[src/rtl/core/drd_pkg.sv]
package drd_pkg;

  localparam int unsigned TimeBits  = 40;
  localparam int unsigned InTimeBits = 32;
  localparam int unsigned RoomBits  = 4;
  localparam int unsigned TopBits   = 16;
  localparam int unsigned CfgBits   = 5;

  localparam logic [TimeBits-1:0] TimeMax = {TimeBits{1'b1}};
  localparam logic [CfgBits-1:0]  RoomsReset = 5'd16;

  typedef struct packed {
    logic [InTimeBits-1:0] start_time;
    logic [InTimeBits-1:0] end_time;
  } job_t;

  typedef struct packed {
    logic [RoomBits-1:0] assigned_room;
    logic [TimeBits-1:0] finish_time;
    logic [RoomBits-1:0] top_room;
    logic [TopBits-1:0]  top_count;
    logic                order_error;
  } result_t;

  // controller to datapath
  typedef struct packed {
    logic load;
    logic issue;
    logic commit;
  } cmd_t;

  // datapath to controller
  typedef struct packed {
    logic last_issue;
  } sts_t;

endpackage

[src/rtl/core/drd_ctrl.sv]
module drd_ctrl (
  input  logic          clk_i,
  input  logic          rst_ni,
  input  logic          start_i,
  output logic          busy_o,
  output drd_pkg::cmd_t cmd_o,
  input  drd_pkg::sts_t sts_i
);
  import drd_pkg::*;

  localparam logic [1:0] StIdle   = 2'd0;
  localparam logic [1:0] StScan   = 2'd1;
  localparam logic [1:0] StWait   = 2'd2;
  localparam logic [1:0] StCommit = 2'd3;

  logic [1:0] state_q, state_d;

  always_comb begin
    state_d = state_q;
    case (state_q)
      StIdle:   if (start_i) state_d = StScan;
      StScan:   if (sts_i.last_issue) state_d = StWait;
      StWait:   state_d = StCommit;
      StCommit: state_d = StIdle;
      default:  state_d = StIdle;
    endcase
  end

  always_ff @(posedge clk_i or negedge rst_ni) begin
    if (!rst_ni) begin
      state_q <= StIdle;
    end else begin
      state_q <= state_d;
    end
  end

  assign busy_o        = (state_q != StIdle);
  assign cmd_o.load    = (state_q == StIdle) && start_i;
  assign cmd_o.issue   = (state_q == StScan);
  assign cmd_o.commit  = (state_q == StCommit);

endmodule

[src/rtl/core/drd_datapath.sv]
module drd_datapath #(
  parameter int unsigned MAX_ROOMS  = 16,
  parameter int unsigned COUNT_BITS = 16
) (
  input  logic                         clk_i,
  input  logic                         rst_ni,
  input  drd_pkg::cmd_t                cmd_i,
  output drd_pkg::sts_t                sts_o,
  input  drd_pkg::job_t                job_i,
  input  logic                         cfg_we_i,
  input  logic [drd_pkg::CfgBits-1:0]  cfg_data_i,
  output drd_pkg::result_t             result_o,
  output logic                         result_valid_o
);
  import drd_pkg::*;

  localparam int unsigned RIdx = (MAX_ROOMS > 1) ? $clog2(MAX_ROOMS) : 1;
  localparam logic [COUNT_BITS-1:0] CountMax = {COUNT_BITS{1'b1}};

  // room table
  logic [TimeBits-1:0]   free_mem [MAX_ROOMS];
  logic [COUNT_BITS-1:0] book_mem [MAX_ROOMS];
  logic [MAX_ROOMS-1:0]  vld_q;

  logic [CfgBits-1:0]    rooms_q;
  logic [InTimeBits-1:0] last_start_q;
  logic [InTimeBits-1:0] st_q, en_q;
  logic                  err_q;

  logic [RIdx-1:0]       addr_q;
  logic [RIdx-1:0]       rd_idx_q;
  logic                  rd_valid_q;
  logic [TimeBits-1:0]   rd_free_q;
  logic [COUNT_BITS-1:0] rd_book_q;
  logic                  rd_vld_q;

  logic                  found_q;
  logic [RIdx-1:0]       fr_idx_q;
  logic [COUNT_BITS-1:0] fr_cnt_q;
  logic [RIdx-1:0]       mn_idx_q;
  logic [TimeBits-1:0]   mn_free_q;
  logic [COUNT_BITS-1:0] mn_cnt_q;
  logic [RIdx-1:0]       tp_idx_q;
  logic [COUNT_BITS-1:0] tp_cnt_q;

  result_t               res_q;
  logic                  res_valid_q;

  // active room count clamped to 1..MAX_ROOMS, as a last index
  logic [6:0] last_idx;
  always_comb begin
    if (rooms_q == '0) begin
      last_idx = 7'd0;
    end else if ({2'b00, rooms_q} > 7'(MAX_ROOMS)) begin
      last_idx = 7'(MAX_ROOMS - 1);
    end else begin
      last_idx = {2'b00, rooms_q} - 7'd1;
    end
  end

  assign sts_o.last_issue = (7'(addr_q) == last_idx);

  // entry that is not yet written reads as zero
  logic [TimeBits-1:0]   ent_free;
  logic [COUNT_BITS-1:0] ent_book;
  assign ent_free = rd_vld_q ? rd_free_q : '0;
  assign ent_book = rd_vld_q ? rd_book_q : '0;

  logic first_ent;
  assign first_ent = (rd_idx_q == '0);

  // commit decision
  logic [RIdx-1:0]       room;
  logic [COUNT_BITS-1:0] cnt_old, cnt_new;
  logic [InTimeBits-1:0] dur;
  logic [TimeBits:0]     sum;
  logic [TimeBits-1:0]   finish;
  logic [RIdx-1:0]       top_idx;
  logic [COUNT_BITS-1:0] top_cnt;
  logic [31:0]           room_w, top_w, top_cnt_w;

  always_comb begin
    room    = found_q ? fr_idx_q : mn_idx_q;
    cnt_old = found_q ? fr_cnt_q : mn_cnt_q;
    cnt_new = (cnt_old == CountMax) ? cnt_old : cnt_old + COUNT_BITS'(1);
    dur     = en_q - st_q;
    sum     = {1'b0, mn_free_q} + (TimeBits+1)'(dur);
    if (found_q) begin
      finish = TimeBits'(en_q);
    end else if (sum[TimeBits]) begin
      finish = TimeMax;
    end else begin
      finish = sum[TimeBits-1:0];
    end
    top_idx = tp_idx_q;
    top_cnt = tp_cnt_q;
    if (!err_q) begin
      if (room == tp_idx_q || cnt_new > tp_cnt_q ||
          (cnt_new == tp_cnt_q && room < tp_idx_q)) begin
        top_idx = room;
        top_cnt = cnt_new;
      end
    end
    room_w    = 32'(room);
    top_w     = 32'(top_idx);
    top_cnt_w = 32'(top_cnt);
  end

  always_ff @(posedge clk_i or negedge rst_ni) begin
    if (!rst_ni) begin
      rooms_q      <= RoomsReset;
      last_start_q <= '0;
      vld_q        <= '0;
      addr_q       <= '0;
      rd_valid_q   <= 1'b0;
      found_q      <= 1'b0;
      res_valid_q  <= 1'b0;
    end else begin
      if (cfg_we_i) rooms_q <= cfg_data_i;
      rd_valid_q  <= cmd_i.issue;
      res_valid_q <= cmd_i.commit;
      if (cmd_i.load) begin
        addr_q  <= '0;
        found_q <= 1'b0;
      end
      if (cmd_i.issue) addr_q <= addr_q + RIdx'(1);
      if (rd_valid_q && !found_q && ent_free <= TimeBits'(st_q)) found_q <= 1'b1;
      if (cmd_i.commit && !err_q) begin
        vld_q[room]  <= 1'b1;
        last_start_q <= st_q;
      end
    end
  end

  always_ff @(posedge clk_i) begin
    if (cmd_i.load) begin
      st_q  <= job_i.start_time;
      en_q  <= job_i.end_time;
      err_q <= (job_i.start_time < last_start_q) ||
               (job_i.end_time <= job_i.start_time);
    end
    if (cmd_i.issue) begin
      rd_free_q <= free_mem[addr_q];
      rd_book_q <= book_mem[addr_q];
      rd_vld_q  <= vld_q[addr_q];
      rd_idx_q  <= addr_q;
    end
    if (cmd_i.commit && !err_q) begin
      free_mem[room] <= finish;
      book_mem[room] <= cnt_new;
    end
  end

  // scan accumulators and result register
  always_ff @(posedge clk_i) begin
    if (rd_valid_q) begin
      if (!found_q && ent_free <= TimeBits'(st_q)) begin
        fr_idx_q <= rd_idx_q;
        fr_cnt_q <= ent_book;
      end
      if (first_ent || ent_free < mn_free_q) begin
        mn_idx_q  <= rd_idx_q;
        mn_free_q <= ent_free;
        mn_cnt_q  <= ent_book;
      end
      if (first_ent || ent_book > tp_cnt_q) begin
        tp_idx_q <= rd_idx_q;
        tp_cnt_q <= ent_book;
      end
    end
    if (cmd_i.commit) begin
      res_q.order_error   <= err_q;
      res_q.assigned_room <= err_q ? '0 : room_w[RoomBits-1:0];
      res_q.finish_time   <= err_q ? '0 : finish;
      res_q.top_room      <= top_w[RoomBits-1:0];
      res_q.top_count     <= (top_cnt_w > 32'h0000_FFFF) ? 16'hFFFF
                                                         : top_cnt_w[TopBits-1:0];
    end
  end

  assign result_o       = res_q;
  assign result_valid_o = res_valid_q;

endmodule

[src/rtl/core/delayed_room_dispatcher.sv]
// delayed room dispatcher: books jobs into rooms, earliest-free room when all busy
//
// input: pulse start with job_i (start and end time) while busy is low; the job
// is taken at that edge. jobs must come in nondecreasing start order with end
// after start, otherwise the result flags order_error and nothing changes.
// output: one result per job, shown on result_o for a single cycle with
// result_valid_o high. the receiver cannot stall and must take it then.
// config: cfg_we_i writes cfg_data_i into the active room count; the user must
// write it only while idle, which the block itself does not enforce.
// timing: after the accepting edge the block is busy while it reads the n active
// rooms through the table's single read port, one room a cycle, then while it takes
// in the last read beat, and then while it decides and writes back. the result beat
// follows in the next cycle, when busy is low again and a new job can be taken.
//
// reset: end times and booking counts clear at once through per-room valid bits;
// the last start clears and the room count returns to sixteen. no clearing pass.
module delayed_room_dispatcher #(
  parameter int unsigned MAX_ROOMS  = 16,
  parameter int unsigned COUNT_BITS = 16
) (
  input  logic                        clk_i,
  input  logic                        rst_ni,
  input  logic                        start,
  output logic                        busy,
  input  drd_pkg::job_t               job_i,
  input  logic                        cfg_we_i,
  input  logic [drd_pkg::CfgBits-1:0] cfg_data_i,
  output drd_pkg::result_t            result_o,
  output logic                        result_valid_o
);
  import drd_pkg::*;

  cmd_t cmd;
  sts_t sts;

  drd_ctrl u_ctrl (
    .clk_i   (clk_i),
    .rst_ni  (rst_ni),
    .start_i (start),
    .busy_o  (busy),
    .cmd_o   (cmd),
    .sts_i   (sts)
  );

  drd_datapath #(
    .MAX_ROOMS  (MAX_ROOMS),
    .COUNT_BITS (COUNT_BITS)
  ) u_dp (
    .clk_i          (clk_i),
    .rst_ni         (rst_ni),
    .cmd_i          (cmd),
    .sts_o          (sts),
    .job_i          (job_i),
    .cfg_we_i       (cfg_we_i),
    .cfg_data_i     (cfg_data_i),
    .result_o       (result_o),
    .result_valid_o (result_valid_o)
  );

endmodule

[config.mk]
export PLATFORM = sky130hd
export DESIGN_NAME = delayed_room_dispatcher
export DESIGN_NICKNAME = d
export VERILOG_FILES = /design/src/rtl/core/drd_pkg.sv /design/src/rtl/core/drd_ctrl.sv /design/src/rtl/core/drd_datapath.sv /design/src/rtl/core/delayed_room_dispatcher.sv
export SDC_FILE = /design/constraint.sdc
export NUM_CORES = 2
export LEC_CHECK = 0
export BUFFER_PORTS_ARGS = -buffer_cell sky130_fd_sc_hd__buf_4
export CORE_ASPECT_RATIO = 0.6
export CORE_MARGIN = 1
export CORE_UTILIZATION = 60
export CTS_BUF_LIST = sky130_fd_sc_hd__clkbuf_4 sky130_fd_sc_hd__clkbuf_8
export CTS_CLUSTER_SIZE = 20
export DETAILED_ROUTE_END_ITERATION = 10
export MAX_ROUTING_LAYER = met4
export PLACE_DENSITY = 0.77
export SLEW_MARGIN = 10
export SYNTH_ARGS = -nofsm -noshare
export SYNTH_HDL_FRONTEND = slang
export SYNTH_HIERARCHICAL = 1
export SYNTH_SLANG_ARGS = --single-unit
[constraint.sdc]
create_clock -name clk_i -period 8.5 [get_ports clk_i]
set_input_delay 1.7 -clock clk_i [delete_from_list [all_inputs] [get_ports clk_i]]
set_output_delay 1.7 -clock clk_i [all_outputs]
set_load 0.02 [all_outputs]
; Yosys cells after proc, flatten, opt, wreduce, memory -nomap -nowiden
; Memories as Yosys holds them, arrays and structs flattened. A register that Yosys moved wholly into a read port is not among the register bits.
; Cells that the tools add are included.
[op_classes]
n_eq_ne = 9
add_sub_neg = 5
n_bitwise = 1
order_cmp = 12
mux = 26
n_reduce_logical = 24
[ops]
columns = cell, count
row1 = two-way mux 40 bit, 3
row2 = two-way mux 16 bit, 5
row3 = adder 40 x 32 -> 41 bit, 1
row4 = <= comparator 40 x 32 -> 1 bit, 1
row5 = less-than comparator 40 bit, 1
row6 = greater-than comparator 16 bit, 2
row7 = <= comparator 32 bit, 1
row8 = less-than comparator 32 bit, 1
row9 = subtractor 32 bit, 1
row10 = two-way mux 4 bit, 5
row11 = "adder 16 x 1 -> 16 bit, second input constant", 1
row12 = equality test 16 bit, 1
row13 = "equality test 16 bit, second input constant", 1
row14 = "greater-than comparator 16 bit, second input constant", 1
row15 = bitwise OR 16 bit, 1
row16 = two-way mux 7 bit, 2
row17 = "less-than comparator 4 x 5 -> 1 bit, second input constant", 2
row18 = one-hot mux 2 bit (4 select lines), 1
row19 = AND reduction 2 bit, 4
row20 = equality test 4 x 7 -> 1 bit, 1
row21 = logical AND 1 bit, 7
row22 = two-way mux 1 bit, 6
row23 = nonzero test 2 bit, 3
row24 = "subtractor 5 x 1 -> 6 bit, second input constant", 1
row25 = other kinds (16), 24
[word_totals]
input_bits = 73
regBits = 297
mem_count = 2
out_inout_bits = 67
ram_bits = 896
wordCells = 104
[memory_table]
columns = name, depth, word_bits, read_ports, rd_ports_with_merged_regs, write_ports, line_no
row1 = u_dp.free_mem, 16, 40, 1, 1, 1, drd_datapath.sv:21  ; logic [TimeBits-1:0] free_mem [MAX_ROOMS];
row2 = u_dp.book_mem, 16, 16, 1, 1, 1, drd_datapath.sv:22  ; logic [COUNT_BITS-1:0] book_mem [MAX_ROOMS];

; Depth between registers and ports, before layout
[logic_depth]
word_depth = 9
depth_mapped = 23
depth_no_buf = 20

; Modules after synthesis
; The synthesis kept the hierarchy.
[by_module_without_submodules]
columns = mod, area_each_um2, cells_per_inst, instances
row1 = drd_datapath, 54865.1, 3206, 1
row2 = drd_ctrl, 175.2, 16, 1

; Least setup slack after synthesis
; OpenSTA, ideal clock, no wires.
[synth_path]
path_kind = register to register
start = register u_dp.rd_vld_q
end = register u_dp.mn_cnt_q[0], enable pin
arrival_time_ns = 6.720
path_stages_with_launch = 13
slack_ns = 1.212
path_buffers = 2
setup_ns = 0.568
cell_sequence = edfxtp_1 > clkbuf_1 > clkbuf_1 > and2_1 > ha_1 > a21o_1 > a21o_1 > a21oi_1 > o21ai_0 > a21o_1 > a221oi_1 > a211oi_1 > a211oi_1
[synth_via]
elab_chain_cells = 4
[synth_lines]
columns = element, line_no
row1 = "start, declared", drd_datapath.sv:35  ; logic rd_vld_q;
row2 = "start signal, assigned", drd_datapath.sv:145  ; rd_vld_q <= vld_q[addr_q];
row3 = two-way mux 40 bit, drd_datapath.sv:66  ; assign ent_free = rd_vld_q ? rd_free_q : '0;
row4 = via u_dp.ent_free[9], drd_datapath.sv:64  ; logic [TimeBits-1:0] ent_free;
row5 = less-than comparator 40 bit, drd_datapath.sv:161  ; if (first_ent || ent_free < mn_free_q) begin
row6 = logical OR 1 bit, drd_datapath.sv:161
row7 = AND reduction 2 bit (no source line), -
row8 = "end signal, assigned", drd_datapath.sv:164  ; mn_cnt_q <= ent_book;
row9 = "end, declared", drd_datapath.sv:42  ; logic [COUNT_BITS-1:0] mn_cnt_q;
; The timed path passes the listed nets, and every way through them passes these cells.
; A chain may end at the register's enable or synchronous reset.

; Worst setup path in the final report
[layout_path]
start = register u_dp.en_q[13]
end = memory u_dp.free_mem[9][15] (data pin)
[layout_via]
elab_chain_cells = 4
[layout_lines]
columns = element, line_no
row1 = "start, declared", drd_datapath.sv:27  ; logic [InTimeBits-1:0] st_q, en_q;
row2 = "start signal, assigned", drd_datapath.sv:138  ; en_q <= job_i.end_time;
row3 = subtractor 32 bit, drd_datapath.sv:86  ; dur = en_q - st_q;
row4 = adder 40 x 32 -> 41 bit, drd_datapath.sv:87  ; sum = {1'b0, mn_free_q} + (TimeBits+1)'(dur);
row5 = two-way mux 40 bit, drd_datapath.sv:90  ; end else if (sum[TimeBits]) begin
row6 = two-way mux 40 bit, drd_datapath.sv:88  ; if (found_q) begin
row7 = via u_dp.finish[15], drd_datapath.sv:77  ; logic [TimeBits-1:0] finish;
row8 = "end, declared", drd_datapath.sv:21
; The timed path passes the listed nets, and every way through them passes these cells.

==> out/summary.txt <==
postcts setup bufs = 0
Yosys reg bits = 1249
Critical Path AT = 8.07 ns
Final Max Tran Viols = 0
DRT iter0 DRCs = 3659
count of cell types in the netlist = 93
Synth Instances = 3222
origin of the worst setup path = u_dp/en_q[13]$_DFFE_PP_
combinational power share = 38.9%
1st-pass router iterations = 6
Worst path slowest cell = a31oi_1
Worst Path Required = 9.00 ns
cell family with most CP delay = compound AO/OA/AOI/OAI gates
initial antenna violation count = 2
fraction of registers with async set or reset after synthesis = 4.964%
top-count cell post-synth = edfxtp_1
Synth Cell Area = 55040 um2
worst flop-to-flop path startpoint = u_dp/en_q[13]$_DFFE_PP_
number of cells upsized or downsized after cts = 0
RSZ-0062 raised after global routing = false
I/O pin total = 140
All-Layer GR Usage = 31.94%
sequential area share after synthesis = 67.58%
max_slew headroom = 14.63%
maximum vdd ir drop = 0.2745 mV
clock sink total = 1249
Post-DRT Antenna Nets = 0
share of the synthesized area in the top cell type = 64.76%
CTS Buf Count = 171
utilization after layout = 67.72%
clock-pin transition on the worst setup and hold timing paths = 0.07 ns
final hold vios = 0
R2R Setup Slk = 0.93 ns
skew final = 0.03800 ns
placed instance area = 57660 um2
total congestion overflow = 0
GP Congestion = 0.9624
hold_sp = u_dp/vld_q[10]$_DFFE_PN0P_
Tightest Hold Check Type = flip-flop to flip-flop
Synth Net Count = 3542
post-route cell area = 61150 um2
synthesis-to-finish area growth = 11.10%
final setup violation count = 0
TNS Setup = 0 ns
Row Count = 85
clk_lat worst skew = 0.89 ns
measured slew at the worst slew-check pin = 1.271 ns
Syn Area/Cell = 17.08 um2
largest net degree at the start of global routing = 122
Area contributors post-synth = edfxtp_1, mux4_2, ha_1
Initial Utilization = 60.96%
vias in the first global route = 31174
CP max FO = 46
internal power = 15.08 mW
Routed WL per cell = 29.39 um
Vias/cell = 6.561
hold buffers post-CTS = 0
CP Buf/Inv Count = 1
crit-path cells = ha_1 -> inv_2 -> nor3_1 -> nand3_1 -> a2111oi_2 -> o21ai_0 -> o21a_1 -> o21a_1 -> xnor2_1 -> ha_1 -> nand2_1 -> nor4_4 -> a21oi_1 -> o21ai_1 -> a31o_1 -> nand2_4 -> a31oi_1
Psw = 8.847 mW
kind of end point of the critical path = flip-flop
Sw Share = 36.98%
die width = 393.0 um
layout cells sized above 1 = 24.16%
port bufs = 139
clock share of power = 19.3%
post-synth top area cell = edfxtp_1
Post-synth EDFFs = 1187
Main synth FF type = edfxtp_1
Sequential Power Share = 41.8%
Core Box Area = 90290 um2
status = completed
Max Freq = 132.0 MHz
PwrDens = 391.3 nW/um2
CP peak stage delay = 1.14 ns
CTS root buffer = clkbuf_8
Period minus WS final = 7.573 ns
post-route clock period utilization = 89.10%
TritonCTS clock tree = built
DR DRC count = 0
Warnings, synthesis = 6
max cap viols = 0
CP Class = flip-flop to flip-flop
filler cell count = 5786
ANT cells = 0
Commonest cells post-synth = edfxtp_1, mux4_2, ha_1, inv_1, a21oi_1
H-tree lvl count = 4
leakage power = 21.50 nW
CP startpoint kind = flip-flop
clock tree buffer depth = 3
Die ar. = 92990 um2
first-pass GRT wire length = 205700 um
die height = 236.6 um
final net count = 3785
routed wire length = 141900 um
post-DP HPWL = 88410 um
Vias = 31671
==> registers in the layout (all words and copies together) (netlist names), 5 cells and up <==
| signal | cells |
|---|---|
| u_dp/free_mem | 640 |
| u_dp/book_mem | 256 |
| u_dp/result_o | 65 |
| u_dp/mn_free_q | 40 |
| u_dp/rd_free_q | 40 |
| u_dp/en_q | 32 |
| u_dp/last_start_q | 32 |
| u_dp/st_q | 32 |
| u_dp/fr_cnt_q | 16 |
| u_dp/mn_cnt_q | 16 |
| u_dp/rd_book_q | 16 |
| u_dp/tp_cnt_q | 16 |
| u_dp/vld_q | 16 |
| u_dp/rooms_q | 5 |
==> worst reg2reg max path: stages (launching register included) <==
cell and delay [ns]:
edfxtp_1 0.40, ha_1 0.41, inv_2 0.08, nor3_1 0.38, nand3_1 0.23, a2111oi_2 0.51, o21ai_0 0.51, o21a_1 0.39
o21a_1 0.25, xnor2_1 0.14, ha_1 0.47, nand2_1 0.19, nor4_4 0.39, a21oi_1 0.12, o21ai_1 0.14, a31o_1 0.66
nand2_4 0.74, a31oi_1 1.17
==> routing by layer <==
| metal | vias to the layer above | track usage [%] | share of wire, % |
|---|---|---|---|
| met5 | - | - | 0 |
| met2 | 1987 | 44.55 | 45 |
| met3 | 232 | 6.642 | 12 |
| li1 | 13297 | - | - |
| met4 | 0 | 10.08 | 2.6 |
| met1 | 16155 | 47.62 | 41 |
==> final cells by class <==
class                   instances  area [um2]  share of cell area [%]
inverters                     193       724.4                   1.185
clock inverters                72       444.2                  0.7264
repair buffers                193        1481                   2.423
flip-flops and latches       1249       37210                   60.86
well taps                    1218        1524                   2.492
multi-input cells            1657       16790                   27.46
clock buffers                 245        2972                   4.860
==> kinds of logic after synthesis <==
kind of cell	Yosys count	share of synthesized area [%]
buffers and inverters	316	2.339
adder cells (fa/ha/maj)	248	5.660
AO/OA/AOI/OAI	511	6.117
multiplexers	334	12.62
AND/OR/NAND/NOR	493	4.540
XOR/XNOR	71	1.143
flip-flops	1249	67.58
==> path summary, 6_finish.rpt <==
check	to	cells after the start
setup / recovery	u_dp/free_mem[9][15]$_DFFE_PP_	17
hold / removal	u_dp/vld_q[10]$_DFFE_PN0P_	1
setup reg to reg	u_dp/free_mem[9][15]$_DFFE_PP_	17
hold reg to reg	u_dp/vld_q[10]$_DFFE_PN0P_	1
max in group asynchronous	u_dp/rooms_q[1]$_DFFE_PN0P_	2
min in group asynchronous	u_dp/last_start_q[2]$_DFFE_PN0P_	1
==> cell usage in the layout, fill, tap and decap left out, types with 21 or more instances in the layout <==
cell type,count
o21ai_0,94
and2_1,59
nand4_1,35
nand2_1,122
a211oi_1,40
mux4_2,285
clkbuf_4,64
nor2_1,107
clkbuf_8,181
mux2_2,24
a21oi_1,145
buf_4,190
inv_1,191
ha_1,243
xor2_1,23
dfrtp_1,56
nor3_1,21
mux2i_1,22
xnor2_1,43
o21a_1,21
a21o_1,67
nand3_1,21
edfxtp_1,1187
clkinv_1,40
==> through the flow <==
step	worst slack [ns]	total power [mW]	std cells	hold slack, ns
after floorplan	1.212	16.08	3222	0.4231
after global placement	1.405	18.77	4509	0.4457
after detailed placement	1.246	19.17	4509	0.4515
after CTS	1.220	23.78	4826	0.4674
after global routing	0.4855	24.94	4827	0.4750
final	0.9266	23.93	4827	0.4649
==> power groups by stage <==
stage,Combinational (mW),Clock (mW),Sequential (mW)
global placement,8.69,0,10.1
CTS,9.09,4.68,10.0
finish,9.30,4.62,10.0
detailed placement,9.04,0,10.1
floorplan,6.11,0,9.97
global route,9.93,4.94,10.1
Power figures use the tool's default switching activity.
